--- config.mk ---
export PLATFORM = sky130hd
export DESIGN_NAME = modem_power_sequencer_top
export DESIGN_NICKNAME = d
export VERILOG_FILES = /design/src/hdl/mps_pkg.sv /design/src/hdl/modem_power_sequencer_top.sv /design/src/hdl/mps_csr.sv /design/src/hdl/mps_core.sv
export SDC_FILE = /design/constraint.sdc
export NUM_CORES = 1
export LEC_CHECK = 0
export BUFFER_PORTS_ARGS = -buffer_cell sky130_fd_sc_hd__buf_2
export CAP_MARGIN = 5
export CORE_AREA = 4 4 113 115
export CTS_CLUSTER_DIAMETER = 150
export DETAILED_ROUTE_END_ITERATION = 8
export DIE_AREA = 0 0 117 119
export HOLD_SLACK_MARGIN = 0.05
export PLACE_DENSITY = 0.7
export SLEW_MARGIN = 10
export SYNTH_ARGS = -nofsm -noshare
export SYNTH_HDL_FRONTEND = slang
export SYNTH_HIERARCHICAL = 1
export SYNTH_SLANG_ARGS = --single-unit
--- constraint.sdc ---
create_clock -name clock -period 7.68 [get_ports clock]
set_clock_uncertainty 0.15 [all_clocks]
set_input_delay 0.384 -clock clock [delete_from_list [all_inputs] [get_ports clock]]
set_output_delay 0.384 -clock clock [all_outputs]
set_load 0.05 [all_outputs]
--- src/hdl/mps_pkg.sv ---
// types, constants and helpers shared by the modem power sequencer
`default_nettype none
package mps_pkg;

   localparam int CFG_WIDTH           = 16;
   localparam int CSR_INDEX_WIDTH     = 2;
   localparam int TIMER_WIDTH_DEFAULT = 16;
   localparam int CMD_WIDTH           = 2;
   localparam int BEEP_WIDTH          = 3;
   localparam int PHASE_WIDTH         = 4;

   localparam logic [CFG_WIDTH-1:0] DEFAULT_TICKS = CFG_WIDTH'(3000);

   // register indexes on the csr port
   localparam logic [CSR_INDEX_WIDTH-1:0] REG_KEY_PULSE  = 2'd0;
   localparam logic [CSR_INDEX_WIDTH-1:0] REG_SETTLE     = 2'd1;
   localparam logic [CSR_INDEX_WIDTH-1:0] REG_RELAY_HOLD = 2'd2;
   localparam logic [CSR_INDEX_WIDTH-1:0] REG_COOLDOWN   = 2'd3;

   // command codes
   localparam logic [CMD_WIDTH-1:0] CMD_NONE    = 2'd0;
   localparam logic [CMD_WIDTH-1:0] CMD_RESTART = 2'd1;
   localparam logic [CMD_WIDTH-1:0] CMD_RELEASE = 2'd2;

   // buzzer codes
   localparam logic [BEEP_WIDTH-1:0] BEEP_NONE     = 3'd0;
   localparam logic [BEEP_WIDTH-1:0] BEEP_START    = 3'd2;
   localparam logic [BEEP_WIDTH-1:0] BEEP_OFF_FAIL = 3'd3;
   localparam logic [BEEP_WIDTH-1:0] BEEP_ON_FAIL  = 3'd4;

   // reported phase numbers
   localparam logic [PHASE_WIDTH-1:0] PNUM_IDLE       = 4'd0;
   localparam logic [PHASE_WIDTH-1:0] PNUM_OFF        = 4'd1;
   localparam logic [PHASE_WIDTH-1:0] PNUM_OFF_HOLD   = 4'd2;
   localparam logic [PHASE_WIDTH-1:0] PNUM_OFF_SETTLE = 4'd3;
   localparam logic [PHASE_WIDTH-1:0] PNUM_ON         = 4'd4;
   localparam logic [PHASE_WIDTH-1:0] PNUM_ON_HOLD    = 4'd5;
   localparam logic [PHASE_WIDTH-1:0] PNUM_ON_SETTLE  = 4'd6;
   localparam logic [PHASE_WIDTH-1:0] PNUM_HARD       = 4'd7;
   localparam logic [PHASE_WIDTH-1:0] PNUM_HARD_HOLD  = 4'd8;
   localparam logic [PHASE_WIDTH-1:0] PNUM_COOLDOWN   = 4'd9;
   localparam logic [PHASE_WIDTH-1:0] PNUM_DONE       = 4'd10;

   typedef enum logic [10:0] {
      PH_IDLE       = 11'b000_0000_0001,
      PH_OFF        = 11'b000_0000_0010,
      PH_OFF_HOLD   = 11'b000_0000_0100,
      PH_OFF_SETTLE = 11'b000_0000_1000,
      PH_ON         = 11'b000_0001_0000,
      PH_ON_HOLD    = 11'b000_0010_0000,
      PH_ON_SETTLE  = 11'b000_0100_0000,
      PH_HARD       = 11'b000_1000_0000,
      PH_HARD_HOLD  = 11'b001_0000_0000,
      PH_COOLDOWN   = 11'b010_0000_0000,
      PH_DONE       = 11'b100_0000_0000
   } phase_type;

   typedef struct packed {
      logic [CFG_WIDTH-1:0] key_pulse_ticks;
      logic [CFG_WIDTH-1:0] settle_ticks;
      logic [CFG_WIDTH-1:0] relay_hold_ticks;
      logic [CFG_WIDTH-1:0] cooldown_ticks;
   } cfg_type;

   typedef struct packed {
      logic                   power_key;
      logic                   relay_energised;
      logic                   complete;
      logic                   accepted;
      logic [BEEP_WIDTH-1:0]  beep_pulses;
      logic [PHASE_WIDTH-1:0] phase;
   } result_type;

   function automatic logic [PHASE_WIDTH-1:0] phase_number(input phase_type ph);
      logic [PHASE_WIDTH-1:0] num;
      unique case (ph)
         PH_IDLE:       num = PNUM_IDLE;
         PH_OFF:        num = PNUM_OFF;
         PH_OFF_HOLD:   num = PNUM_OFF_HOLD;
         PH_OFF_SETTLE: num = PNUM_OFF_SETTLE;
         PH_ON:         num = PNUM_ON;
         PH_ON_HOLD:    num = PNUM_ON_HOLD;
         PH_ON_SETTLE:  num = PNUM_ON_SETTLE;
         PH_HARD:       num = PNUM_HARD;
         PH_HARD_HOLD:  num = PNUM_HARD_HOLD;
         PH_COOLDOWN:   num = PNUM_COOLDOWN;
         PH_DONE:       num = PNUM_DONE;
         default:       num = PNUM_IDLE;
      endcase
      return num;
   endfunction

endpackage
`default_nettype wire

--- src/hdl/modem_power_sequencer_top.sv ---
// modem power sequencer: request register, phase step and response register
// a request taken into the input register is stepped and presented from the response register
// throughput: one request per cycle while the response is not stalled; the phase step sits between two registers
// a stalled response holds while one further request waits in the input register
// reset (synchronous, active high): idle phase, timer zero, key and relay off,
// all timing registers back to 3000 ticks
`default_nettype none
module modem_power_sequencer_top #(
   parameter int TIMER_WIDTH = mps_pkg::TIMER_WIDTH_DEFAULT
) (
   input  wire logic                                 clock,
   input  wire logic                                 reset,
   input  wire logic                                 req_valid,
   output      logic                                 req_stall,
   input  wire logic [mps_pkg::CMD_WIDTH-1:0]        req_command,
   input  wire logic                                 req_ms_tick,
   input  wire logic                                 req_power_status,
   output      logic                                 rsp_valid,
   input  wire logic                                 rsp_stall,
   output      logic                                 rsp_power_key,
   output      logic                                 rsp_relay_energised,
   output      logic                                 rsp_complete,
   output      logic                                 rsp_accepted,
   output      logic [mps_pkg::BEEP_WIDTH-1:0]       rsp_beep_pulses,
   output      logic [mps_pkg::PHASE_WIDTH-1:0]      rsp_phase,
   input  wire logic                                 csr_write_enable,
   input  wire logic [mps_pkg::CSR_INDEX_WIDTH-1:0]  csr_index,
   input  wire logic [mps_pkg::CFG_WIDTH-1:0]        csr_write_data
);
   import mps_pkg::*;

   cfg_type              cfg;
   result_type           result;
   result_type           rsp_data_ff;
   logic                 rsp_valid_ff;
   logic                 in_valid_ff;
   logic [CMD_WIDTH-1:0] in_command_ff;
   logic                 in_tick_ff;
   logic                 in_status_ff;
   logic                 advance;

   // step the held request when the response slot is free or being taken
   assign advance   = in_valid_ff && (!rsp_valid_ff || !rsp_stall);
   assign req_stall = in_valid_ff && !advance;

   always_ff @(posedge clock) begin
      if (reset) begin
         in_valid_ff <= 1'b0;
      end else if (!req_stall) begin
         in_valid_ff <= req_valid;
      end
   end

   always_ff @(posedge clock) begin
      if (!req_stall && req_valid) begin
         in_command_ff <= req_command;
         in_tick_ff    <= req_ms_tick;
         in_status_ff  <= req_power_status;
      end
   end

   mps_csr u_csr (
      .clock            (clock),
      .reset            (reset),
      .csr_write_enable (csr_write_enable),
      .csr_index        (csr_index),
      .csr_write_data   (csr_write_data),
      .cfg              (cfg)
   );

   mps_core #(
      .TIMER_WIDTH (TIMER_WIDTH)
   ) u_core (
      .clock        (clock),
      .reset        (reset),
      .step_en      (advance),
      .command      (in_command_ff),
      .ms_tick      (in_tick_ff),
      .power_status (in_status_ff),
      .cfg          (cfg),
      .result       (result)
   );

   always_ff @(posedge clock) begin
      if (reset) begin
         rsp_valid_ff <= 1'b0;
      end else if (advance) begin
         rsp_valid_ff <= 1'b1;
      end else if (!rsp_stall) begin
         rsp_valid_ff <= 1'b0;
      end
   end

   always_ff @(posedge clock) begin
      if (advance) begin
         rsp_data_ff <= result;
      end
   end

   assign rsp_valid           = rsp_valid_ff;
   assign rsp_power_key       = rsp_data_ff.power_key;
   assign rsp_relay_energised = rsp_data_ff.relay_energised;
   assign rsp_complete        = rsp_data_ff.complete;
   assign rsp_accepted        = rsp_data_ff.accepted;
   assign rsp_beep_pulses     = rsp_data_ff.beep_pulses;
   assign rsp_phase           = rsp_data_ff.phase;

endmodule
`default_nettype wire

--- src/hdl/mps_csr.sv ---
// timing registers written through the csr port
`default_nettype none
module mps_csr (
   input  wire logic                                clock,
   input  wire logic                                reset,
   input  wire logic                                csr_write_enable,
   input  wire logic [mps_pkg::CSR_INDEX_WIDTH-1:0] csr_index,
   input  wire logic [mps_pkg::CFG_WIDTH-1:0]       csr_write_data,
   output mps_pkg::cfg_type                         cfg
);
   import mps_pkg::*;

   cfg_type cfg_ff;
   cfg_type cfg_in;

   always_comb begin
      cfg_in = cfg_ff;
      if (csr_write_enable) begin
         unique case (csr_index)
            REG_KEY_PULSE:  cfg_in.key_pulse_ticks  = csr_write_data;
            REG_SETTLE:     cfg_in.settle_ticks     = csr_write_data;
            REG_RELAY_HOLD: cfg_in.relay_hold_ticks = csr_write_data;
            REG_COOLDOWN:   cfg_in.cooldown_ticks   = csr_write_data;
            default:        cfg_in = cfg_ff;
         endcase
      end
   end

   always_ff @(posedge clock) begin
      if (reset) begin
         cfg_ff.key_pulse_ticks  <= DEFAULT_TICKS;
         cfg_ff.settle_ticks     <= DEFAULT_TICKS;
         cfg_ff.relay_hold_ticks <= DEFAULT_TICKS;
         cfg_ff.cooldown_ticks   <= DEFAULT_TICKS;
      end else begin
         cfg_ff <= cfg_in;
      end
   end

   assign cfg = cfg_ff;

endmodule
`default_nettype wire

--- src/hdl/mps_core.sv ---
// sequencer state and the per-request phase step
`default_nettype none
module mps_core #(
   parameter int TIMER_WIDTH = mps_pkg::TIMER_WIDTH_DEFAULT
) (
   input  wire logic                          clock,
   input  wire logic                          reset,
   input  wire logic                          step_en,
   input  wire logic [mps_pkg::CMD_WIDTH-1:0] command,
   input  wire logic                          ms_tick,
   input  wire logic                          power_status,
   input  wire mps_pkg::cfg_type              cfg,
   output mps_pkg::result_type                result
);
   import mps_pkg::*;

   localparam int CmpWidth = (TIMER_WIDTH > CFG_WIDTH) ? TIMER_WIDTH : CFG_WIDTH;

   phase_type              phase_ff, phase_in, phase_cur;
   logic [TIMER_WIDTH-1:0] elapsed_ff, elapsed_in, elapsed_inc;
   logic                   key_ff, key_in;
   logic                   relay_ff, relay_in;
   logic                   accepted;
   logic [BEEP_WIDTH-1:0]  beep;
   logic [CFG_WIDTH-1:0]   limit;
   logic                   waited;

   // command is handled before the timer and the phase step
   always_comb begin
      phase_cur = phase_ff;
      accepted  = 1'b0;
      if (command == CMD_RESTART && phase_ff == PH_IDLE) begin
         phase_cur = PH_OFF;
         accepted  = 1'b1;
      end else if (command == CMD_RELEASE && phase_ff == PH_DONE) begin
         phase_cur = PH_IDLE;
         accepted  = 1'b1;
      end
   end

   // saturating millisecond count
   assign elapsed_inc = (ms_tick && elapsed_ff != {TIMER_WIDTH{1'b1}})
                        ? elapsed_ff + TIMER_WIDTH'(1) : elapsed_ff;

   always_comb begin
      unique case (phase_cur)
         PH_OFF_SETTLE, PH_ON_SETTLE: limit = cfg.settle_ticks;
         PH_HARD_HOLD:                limit = cfg.relay_hold_ticks;
         PH_COOLDOWN:                 limit = cfg.cooldown_ticks;
         default:                     limit = cfg.key_pulse_ticks;
      endcase
   end

   assign waited = CmpWidth'(elapsed_inc) > CmpWidth'(limit);

   always_comb begin
      phase_in   = phase_cur;
      elapsed_in = elapsed_inc;
      key_in     = key_ff;
      relay_in   = relay_ff;
      beep       = BEEP_NONE;
      unique case (phase_cur)
         PH_OFF: begin
            beep = BEEP_START;
            if (power_status) begin
               key_in     = 1'b1;
               elapsed_in = '0;
               phase_in   = PH_OFF_HOLD;
            end else begin
               phase_in = PH_ON;
            end
         end
         PH_OFF_HOLD, PH_ON_HOLD: begin
            if (waited) begin
               key_in     = 1'b0;
               elapsed_in = '0;
               phase_in   = (phase_cur == PH_OFF_HOLD) ? PH_OFF_SETTLE : PH_ON_SETTLE;
            end
         end
         PH_OFF_SETTLE: begin
            if (waited) begin
               if (power_status) begin
                  beep     = BEEP_OFF_FAIL;
                  phase_in = PH_HARD;
               end else begin
                  phase_in = PH_ON;
               end
            end
         end
         PH_ON: begin
            key_in     = 1'b1;
            elapsed_in = '0;
            phase_in   = PH_ON_HOLD;
         end
         PH_ON_SETTLE: begin
            if (waited) begin
               if (!power_status) begin
                  beep     = BEEP_ON_FAIL;
                  phase_in = PH_HARD;
               end else begin
                  phase_in = PH_DONE;
               end
            end
         end
         PH_HARD: begin
            relay_in   = 1'b1;
            elapsed_in = '0;
            phase_in   = PH_HARD_HOLD;
         end
         PH_HARD_HOLD: begin
            if (waited) begin
               relay_in   = 1'b0;
               elapsed_in = '0;
               phase_in   = PH_COOLDOWN;
            end
         end
         PH_COOLDOWN: begin
            if (waited) begin
               phase_in = PH_OFF;
            end
         end
         PH_IDLE, PH_DONE: begin
            phase_in = phase_cur;
         end
         default: begin
            phase_in = phase_cur;
         end
      endcase
   end

   always_ff @(posedge clock) begin
      if (reset) begin
         phase_ff   <= PH_IDLE;
         elapsed_ff <= '0;
         key_ff     <= 1'b0;
         relay_ff   <= 1'b0;
      end else if (step_en) begin
         phase_ff   <= phase_in;
         elapsed_ff <= elapsed_in;
         key_ff     <= key_in;
         relay_ff   <= relay_in;
      end
   end

   assign result.power_key       = key_in;
   assign result.relay_energised = relay_in;
   assign result.complete        = (phase_in == PH_DONE);
   assign result.accepted        = accepted;
   assign result.beep_pulses     = beep;
   assign result.phase           = phase_number(phase_in);

   // key and relay are never driven together
   a_key_relay_exclusive: assert property (@(posedge clock) disable iff (reset)
      !(key_ff && relay_ff))
      else $error("power key and relay both active");

   // relay only energised while holding in hard reset
   a_relay_phase: assert property (@(posedge clock) disable iff (reset)
      relay_ff |-> (phase_ff == PH_HARD_HOLD))
      else $error("relay energised outside hold phase");

   // key only held during a key pulse
   a_key_phase: assert property (@(posedge clock) disable iff (reset)
      key_ff |-> (phase_ff == PH_OFF_HOLD || phase_ff == PH_ON_HOLD))
      else $error("power key held outside pulse phase");

   // a restart from idle always leaves idle on the same step
   a_restart_leaves_idle: assert property (@(posedge clock) disable iff (reset)
      (step_en && phase_ff == PH_IDLE && command == CMD_RESTART)
      |=> (phase_ff != PH_IDLE && phase_ff != PH_OFF))
      else $error("restart did not start the sequence");

endmodule
`default_nettype wire
==> impl_metrics.csv <==
group,metric,value,unit
placement,buffer_ports.inserted,39,
synth,yosysMostFrequentCell,"dfxtp_1",
critical_path,critPathCaptureType,"flip-flop",
critical_path,slowest_stage,"nor2_1",
timing,post-route-min-period,6.05,ns
synth,synth_top_cell_area_share,31.2,%
floorplanning,starting_density,51.6,%
synth,synth_enable_flop_cells,15,
clock_network,cts_buffers,9,
synth,synth-warning-count,6,
floorplanning,coreArea,0.0118,mm^2
global_route,overflow_after_grt,0,
timing,finalHoldViolCount,0,
synth,netlist.top_cell.by_area,"dfxtp_1",
synth,synth_top_flop_cell,"dfxtp_1",
hold_path,min_to,"in_valid_ff",
timing,fin_setup_tns,0,ns
synth,postSynthNetCount,708,
critical_path,cpPeakStageDelay,0.87,ns
global_route,grt_max_degree,112,
clock_network,post_cts_buffers,0,
synth,syn_inst,664,
critical_path,worstSetupPathType,"flip-flop to flip-flop",
critical_path,worstPathBufferInverterCount,0,
hold_path,worstHoldPathType,"input pin to flip-flop",
critical_path,startpoint_type,"flip-flop",
synth,yosysSeqAreaShare,38.6,%
global_route,number_of_antenna_violations_at_the_first_check_in_global_routing,0,
finish,layout-drive-gt1-share,12.2,%
pwr,leakage_power_figure,2.78,nW
outcome,outcome,"finished clean",
finish,n_antenna_cell,0,
floorplanning,fp.dieH,119,um
routing,dr.first_iter.drc_count,373,
synth,synth_seq_cells,110,
finish,finalNetCount,721,
routing,route.antenna.remaining_nets,0,
timing,setup_viol,0,
critical_path,cpLargestDelayFamily,"simple AND/OR/NAND/NOR gates",
floorplanning,die_area,0.0139,mm^2
synth,cells_taking_the_most_area_after_synthesis,"dfxtp_1 (31%), mux2i_1 (11%), edfxtp_1 (7.4%)",
finish,fillcell_total,1078,
routing,dr.pass1.iters,7,
timing,layout_setup_ws,1.63,ns
routing,dr_total_vias,4863,
global_route,global_route_wire_length_before_repair,24200,um
finish,post-route-cell-area,0.00662,mm^2
critical_path,critical_path.reg2reg.endpoint,"u_core/elapsed_ff[14]",
timing,worst_slew_pin_slew,1.23,ns
synth,synth-async-reset-ratio,0,%
pwr,power.density_cell_area,184,mW/mm^2
routing,route.detailed.wl_per_inst,17.4,um
timing,max_clock_freq,0.165,GHz
timing,slew_headroom,17.9,%
synth,area_of_the_mapped_netlist,0.00610,mm^2
placement,post-place-ws,1.68,ns
routing,drc,0,
placement,detailed_place_hpwl,9920,um
critical_path,worst-endpoint-arrival,6.18,ns
synth,ys_top_cells_by_count,"dfxtp_1 (95), nor2_1 (86), mux2i_1 (68)",
finish,syn2layout_area_growth,8.64,%
clock_network,ctsRootBufferMaster,"clkbuf_16",
clock_network,worst_skew_pair.late_latency,0.36,ns
critical_path,worst_r2r_startpoint,"u_core/phase_ff[7]",
floorplanning,die_w,117,um
placement,placed_cell_area,0.00629,mm^2
global_route,globalRouteTotalUtil,21.7,%
clock_network,clockBufferDepth,2,
routing,vias_per_cell,5.87,
flow_run,drv.max_cap_violation_count,0,
critical_path,reg2reg_slack,1.63,ns
hold_path,worstHoldPathCells,3,
clock_network,clkTransAtPathRegs,0.08,ns
routing,totalWireLength,14400,um
timing,timing.final.crit_share,78.8,%
pwr,total_power,1.22,mW
clock_network,cts_tree,"yes",
timing,grt_setup_unrepaired,"no",
floorplanning,placementRows,40,
timing,finalMaxSlewViolations,0,
synth,syn_area_per_cell,9.18,um^2
hold_path,worst_hold_startpoint,"req_valid",
critical_path,cp_data_required_time,7.81,ns
placement,gp_routability_congestion,0.950,
critical_path,crit_chain,"nor3_1, and2_1, nand3_1, nand2_1, nor2_1, a21boi_0, ha_1, nand4_1, or3_4, or3_4, o31ai_4, o221ai_2, nor2_1, a21oi_1, nor3b_1",
critical_path,timing.reg2reg.worst_path_depth,15,
pwr,ir_worst_vdd,0.197,mV
critical_path,cell_depth_of_the_worst_setup_path,15,
floorplanning,ios,40,
clock_network,cts_h_tree_depth,3,
critical_path,path_max_fanout,17,
global_route,vias_in_the_first_global_route,4821,
clock_network,numClockSinks,110,
synth,synth.distinct_cells,69,
[layout make-up]
type / instances / area (um^2) / area share (%)
sequential: 110 / 2350 / 35.5
clock inverter: 7 / 66.3 / 1.00
inverter: 15 / 56.3 / 0.850
timing repair buffer: 47 / 265 / 4.01
clock buffer: 9 / 225 / 3.40
multi-input combinational: 494 / 3470 / 52.4
tap: 147 / 184 / 2.78
[timing repair]
item / in CTS / in global routing
endpoints found under the hold margin: 4 / 0
resized for setup: 0 / 0
hold buffers: 4 / 0
[worst min-delay path, cell delays in order]
cell and delay, ns:
buf_2 0.08, inv_1 0.05, a21oi_2 0.10
[cells by family after synthesis]
family	after synthesis	synth area share [%]
compound gates	137	17.1
fa+ha+maj	17	3.49
xor+xnor	19	2.73
flops	110	38.6
simple gates	251	21.8
mux	70	11.7
buf+inv	60	4.66
[state kept, by name (all words and copies together), names as in the netlist, 2 cells and up]
| signal | flops |
|---|---|
| u_core/elapsed_ff | 16 |
| rsp_beep_pulses | 3 |
| u_csr/cfg | 64 |
| u_core/phase_ff | 11 |
| in_command_ff | 2 |
| rsp_phase | 4 |
[metrics by stage]
stage                     instances  hold WS [ns]  utilization (%)
after floorplan                 664         0.296                -
after global placement          809         0.309             53.3
after detailed placement        809         0.319             53.3
after CTS                       829         0.129             56.1
after global routing            829         0.148             56.1
final                           829         0.132             56.1
[per-layer routing]
metal  track usage (%)  up-vias  routed length [um]
met2              33.7      109                6700
met1              30.6     2317                6780
met5                 0        -                   0
met3              4.17       14                 690
li1                  -     2423                   -
met4              6.38        0                 240
[layout by cell type (no fill, tap or decap), types with 5 or more instances in the layout]
master	instances
dfxtp_1	95
nor2_1	85
mux2i_1	68
nand2b_1	52
buf_2	39
nand2_1	31
a21oi_1	23
o21ai_0	22
ha_1	17
a222oi_1	16
edfxtp_1	15
a21boi_0	15
inv_1	14
xnor2_1	14
nand4_1	12
nand3_1	11
a22oi_1	11
clkbuf_16	9
nor3_1	9
a211oi_1	8
nand3b_1	7
nor3b_1	6
and3_1	6
o21a_1	6
o211ai_1	6
or3_1	5
xor2_1	5
nor2b_1	5
[worst max path at each step]
| stage | startpoint | endpoint | slack, ns |
|---|---|---|---|
| 2_1_floorplan | u_core/phase_ff[7] | rsp_phase[3] | 3.05 |
| 3_3_place_gp | u_core/phase_ff[7] | u_core/elapsed_ff[8] | 2.03 |
| 3_5_place_dp | u_core/phase_ff[7] | u_core/elapsed_ff[14] | 1.68 |
| 4_1_cts | u_core/phase_ff[7] | u_core/elapsed_ff[14] | 1.65 |
| 5_1_grt | u_core/phase_ff[7] | u_core/elapsed_ff[14] | 1.12 |
| 6_report | u_core/phase_ff[7] | u_core/elapsed_ff[14] | 1.63 |
[power by group]
part | switching, mW | internal [mW] | total [mW]
combinational | 0.0858 | 0.0525 | 0.138
clock | 0.234 | 0.228 | 0.461
sequential | 0.0156 | 0.603 | 0.619
total | 0.335 | 0.883 | 1.22
Power figures use the tool's default switching activity.
